<file path="src/rtl/tscc_pkg.sv">
// Shared constants, request codes and rounding function for the scratchpad CRC checker.
package tscc_pkg;

	// Request kinds carried on the kind field.
	localparam logic [1:0] KindByte     = 2'd0;
	localparam logic [1:0] KindPresFail = 2'd1;
	localparam logic [1:0] KindConsume  = 2'd2;

	// Reflected CRC-8 polynomial and frame geometry.
	localparam logic [7:0] CrcPoly    = 8'h8C;
	localparam int         FrameBytes = 9;
	localparam logic [3:0] LastIndex  = 4'(FrameBytes - 1);

	// Converts sixteenths of a degree to whole degrees, rounding half away from zero.
	function automatic logic signed [12:0] round_degrees(input logic signed [15:0] raw);
		logic [16:0] mag;
		logic [16:0] sum;
		logic [12:0] q;
		mag = raw[15] ? (17'd0 - {raw[15], raw}) : {1'b0, raw};
		sum = mag + 17'd8;
		q   = sum[16:4];
		return raw[15] ? 13'(13'd0 - q) : q;
	endfunction

endpackage

</file>
<file path="src/rtl/tscc_crc8.sv">
// One-byte update of the reflected CRC-8, unrolled over the eight bits.
module tscc_crc8 (
	input  logic [7:0] crc_in,
	input  logic [7:0] data_in,
	output logic [7:0] crc_out
);
	import tscc_pkg::*;

	// Shift the byte in least significant bit first.
	always_comb begin
		logic [7:0] crc;
		logic [7:0] b;
		crc = crc_in;
		b   = data_in;
		for (int k = 0; k < 8; k++) begin
			if ((crc[0] ^ b[0]) == 1'b1) begin
				crc = (crc >> 1) ^ CrcPoly;
			end else begin
				crc = crc >> 1;
			end
			b = b >> 1;
		end
		crc_out = crc;
	end

endmodule
</file>
<file path="config.mk">
export PLATFORM = sky130hd
export DESIGN_NAME = tscc_crc8
export DESIGN_NICKNAME = d
export VERILOG_FILES = /design/src/rtl/tscc_pkg.sv /design/src/rtl/tscc_crc8.sv
export SDC_FILE = /design/constraint.sdc
export NUM_CORES = 1
export LEC_CHECK = 0
export ABC_AREA = 1
export BUFFER_PORTS_ARGS = -buffer_cell sky130_fd_sc_hd__buf_2
export CAP_MARGIN = 10
export CORE_AREA = 2 2 39 41
export DETAILED_ROUTE_END_ITERATION = 6
export DIE_AREA = 0 0 41 43
export PLACE_DENSITY = 0.6
export SLEW_MARGIN = 20
export SYNTH_ARGS = -nofsm -noshare
export SYNTH_HDL_FRONTEND = slang
export SYNTH_SLANG_ARGS = --single-unit
</file>
<file path="constraint.sdc">
create_clock -name vclk -period 0.85
set_input_delay 0.0425 -clock vclk [all_inputs]
set_output_delay 0.0425 -clock vclk [all_outputs]
set_load 0.01 [all_outputs]
</file>
==> impl_metrics.csv <==
group,metric,value,unit
timing,setup_viol,8,
placement,placed_cells_incl_taps,116,
timing,slew_headroom,0.838,
layout,commonest_cells_after_routing_fill_and_taps_aside,"22 x sky130_fd_sc_hd__nand2_1, 12 x sky130_fd_sc_hd__buf_6, 10 x sky130_fd_sc_hd__inv_2",
power_and_ir_drop,irDropWorstVdd,0.434,mV
yosys,postSynthCellCount,68,
yosys,netlist-cell-type-count,13,
drt,vias_per_cell,4.14,
timing,final.hold.worst_slack,0.563,ns
timing,fin_setup_tns,-0.901,ns
power_and_ir_drop,switching_share,0.462,
drt,drtPass1Iterations,2,
worst_setup_path,worst_path_max_delay_cell,"sky130_fd_sc_hd__or2_4",
worst_setup_path,crit_path_max_delay_family,"simple AND/OR/NAND/NOR gates",
power_and_ir_drop,power.share.sequential,0,
die,fp.dieW,41,microns
global_route,grt_max_degree,5,
timing,period_needed,1.10,ns
drt,dr.first_iter.drc_count,2,
power_and_ir_drop,clockPowerShare,0,
timing,tightestPinTransition,0.242,ns
worst_setup_path,worst-endpoint-arrival,1.06,ns
layout,synthToLayoutAreaGrowth,125,%
die,design.core.area,1380,sq um
power_and_ir_drop,switchingPower,379,uW
status,outcome,"finished, violations left",
die,std_cell_rows,14,
die,num_io_pins,24,
drt,vias,489,
worst_setup_path,timing.critical_path.to_type,"output pin",
power_and_ir_drop,finalPower,820,uW
timing,final_ws_setup,-0.249,ns
die,chipHeight,43,microns
worst_setup_path,worstSetupStartpointType,"primary input",
yosys,sequential_fraction_of_the_synthesis_area,0,
yosys,syn-mean-instance-area,5.52,sq um
worst_setup_path,cell_occurring_most_often_along_the_worst_timing_path,"sky130_fd_sc_hd__nand2_4",
timing,fmax,910,MHz
worst_setup_path,criticalPathCategory,"in2out",
power_and_ir_drop,pwr_density_cell,970,nW/um^2
die,die_area,1760,sq um
global_route,grt_pass1_vias,442,
timing,grt_setup_unrepaired,"true",
drt,post_drt_wl_per_cell,8.60,microns
placement,gp_congestion,0.636,
layout,flops_and_latches,0,
global_route,grt_antenna_before_repair,0,
layout,final_net_count,120,
global_route,first_pass_grt_wire_length,1.63,mm
placement,dp_slack,-0.301,ns
placement,dpl.hpwl,725,microns
clock_tree,cts.hold.buffers_added,0,
worst_setup_path,critPathBufInv,3,
worst_setup_path,crit_path_cell_trace,"buf_8, xnor2_4, or2_4, nand2_4, inv_2, nand2_4, nand2_4, nand2_2, nand2_2, buf_6",
timing,final-max-slew-violation-count,0,
die,initial_utilization,0.271,
yosys,number_of_warnings_printed_during_yosys_synthesis,0,
timing,period_share,1.29,
drt,postRouteAntennaNets,0,
layout,proportion_of_layout_cells_with_a_drive_suffix_above_1,0.676,
worst_setup_path,max_stage_delay,0.26,ns
status,failed_checks,"setup timing",
power_and_ir_drop,p_leak,0.000468,uW
drt,total_wire_length_after_detailed_routing,1.02,mm
worst_setup_path,timing.critical_path.required,0.81,ns
layout,final_common_cell,"sky130_fd_sc_hd__nand2_1",
layout,final-seq-area,0,sq um
yosys,netlist_area,375,sq um
timing,finalHoldViolations,0,
worst_hold_path,hold_path.class,"in2out",
global_route,global_route_total_overflow,0,
drt,route.detailed.drc,0,
yosys,synth.net_count,84,
global_route,grt_use_total,0.125,
power_and_ir_drop,p_comb_frac,1.000,
placement,buffer_ports.inserted,24,
power_and_ir_drop,p_int,442,uW
job,max-cap-violations,0,
layout,layout.clock_buffers,0,
worst_setup_path,crit_fanout,4,
layout,finalNonFillerCells,118,
layout,diodes,0,
## power by group through the flow
stage / clock network [uW] / registers [uW] / logic (uW)
CTS: 0 / 0 / 734
global route: 0 / 0 / 895
finish: 0 / 0 / 820
detailed placement: 0 / 0 / 581
global placement: 0 / 0 / 569
floorplan: 0 / 0 / 349
## area by class of cell
| type | instances | area [sq um] |
|---|---|---|
| timing repair buffer | 34 | 320 |
| fill | 124 | 538 |
| tap | 16 | 20.0 |
| multi-input combinational | 53 | 449 |
| inverter | 15 | 56.3 |
## metal layers
| layer | global-route usage | part of all wire | vias to the layer above |
|---|---|---|---|
| met2 | 0.247 | 0.60 | 12 |
| met5 | 0 | 0 | - |
| met3 | 0 | 0.032 | 0 |
| met4 | 0 | 0 | 0 |
| li1 | - | - | 259 |
| met1 | 0.147 | 0.37 | 218 |
## worst paths after layout
kind       start          to  slack, ns  cells past startpoint
max    crc_in[0]  crc_out[2]      -0.25                     10
min   data_in[1]  crc_out[5]       0.56                      6
## through the flow
stage,instance area (sq um),util
2_1_floorplan,397,-
3_3_place_gp,597,0.431
3_5_place_dp,597,0.431
4_1_cts,776,0.561
5_1_grt,846,0.611
6_report,846,0.611
## cells in the mapped netlist
cell	number	area share
sky130_fd_sc_hd__xnor2_1	6	0.14
sky130_fd_sc_hd__nor2_2	1	0.017
sky130_fd_sc_hd__inv_2	4	0.040
sky130_fd_sc_hd__nand2_1	28	0.28
sky130_fd_sc_hd__nor2_1	1	0.010
sky130_fd_sc_hd__nand3_4	1	0.047
sky130_fd_sc_hd__or2_4	1	0.023
sky130_fd_sc_hd__xnor2_2	1	0.043
sky130_fd_sc_hd__nand2_4	2	0.060
sky130_fd_sc_hd__xor2_1	5	0.12
sky130_fd_sc_hd__nand2_2	6	0.10
sky130_fd_sc_hd__nand3_1	1	0.013
sky130_fd_sc_hd__inv_1	11	0.11
## logic make-up (layout without fill, tap and decap cells)
kind of cell / count (synthesis) / after routing / share of synthesized area
AND/OR/NAND/NOR: 41 / 41 / 0.550
buffers and inverters: 15 / 49 / 0.150
XOR/XNOR: 12 / 12 / 0.300
## timing repair
| action | 4_1_cts | 5_1_grt |
|---|---|---|
| pin swaps | 21 | 8 |
| hold endpoints to repair | 0 | 0 |
| setup buffers | 3 | 0 |
| cloned | 0 | 0 |
| endpoints found under the setup margin | 8 | 8 |
| resized for setup | 33 | 17 |
Note: power is estimated with default switching activity, not from simulation.
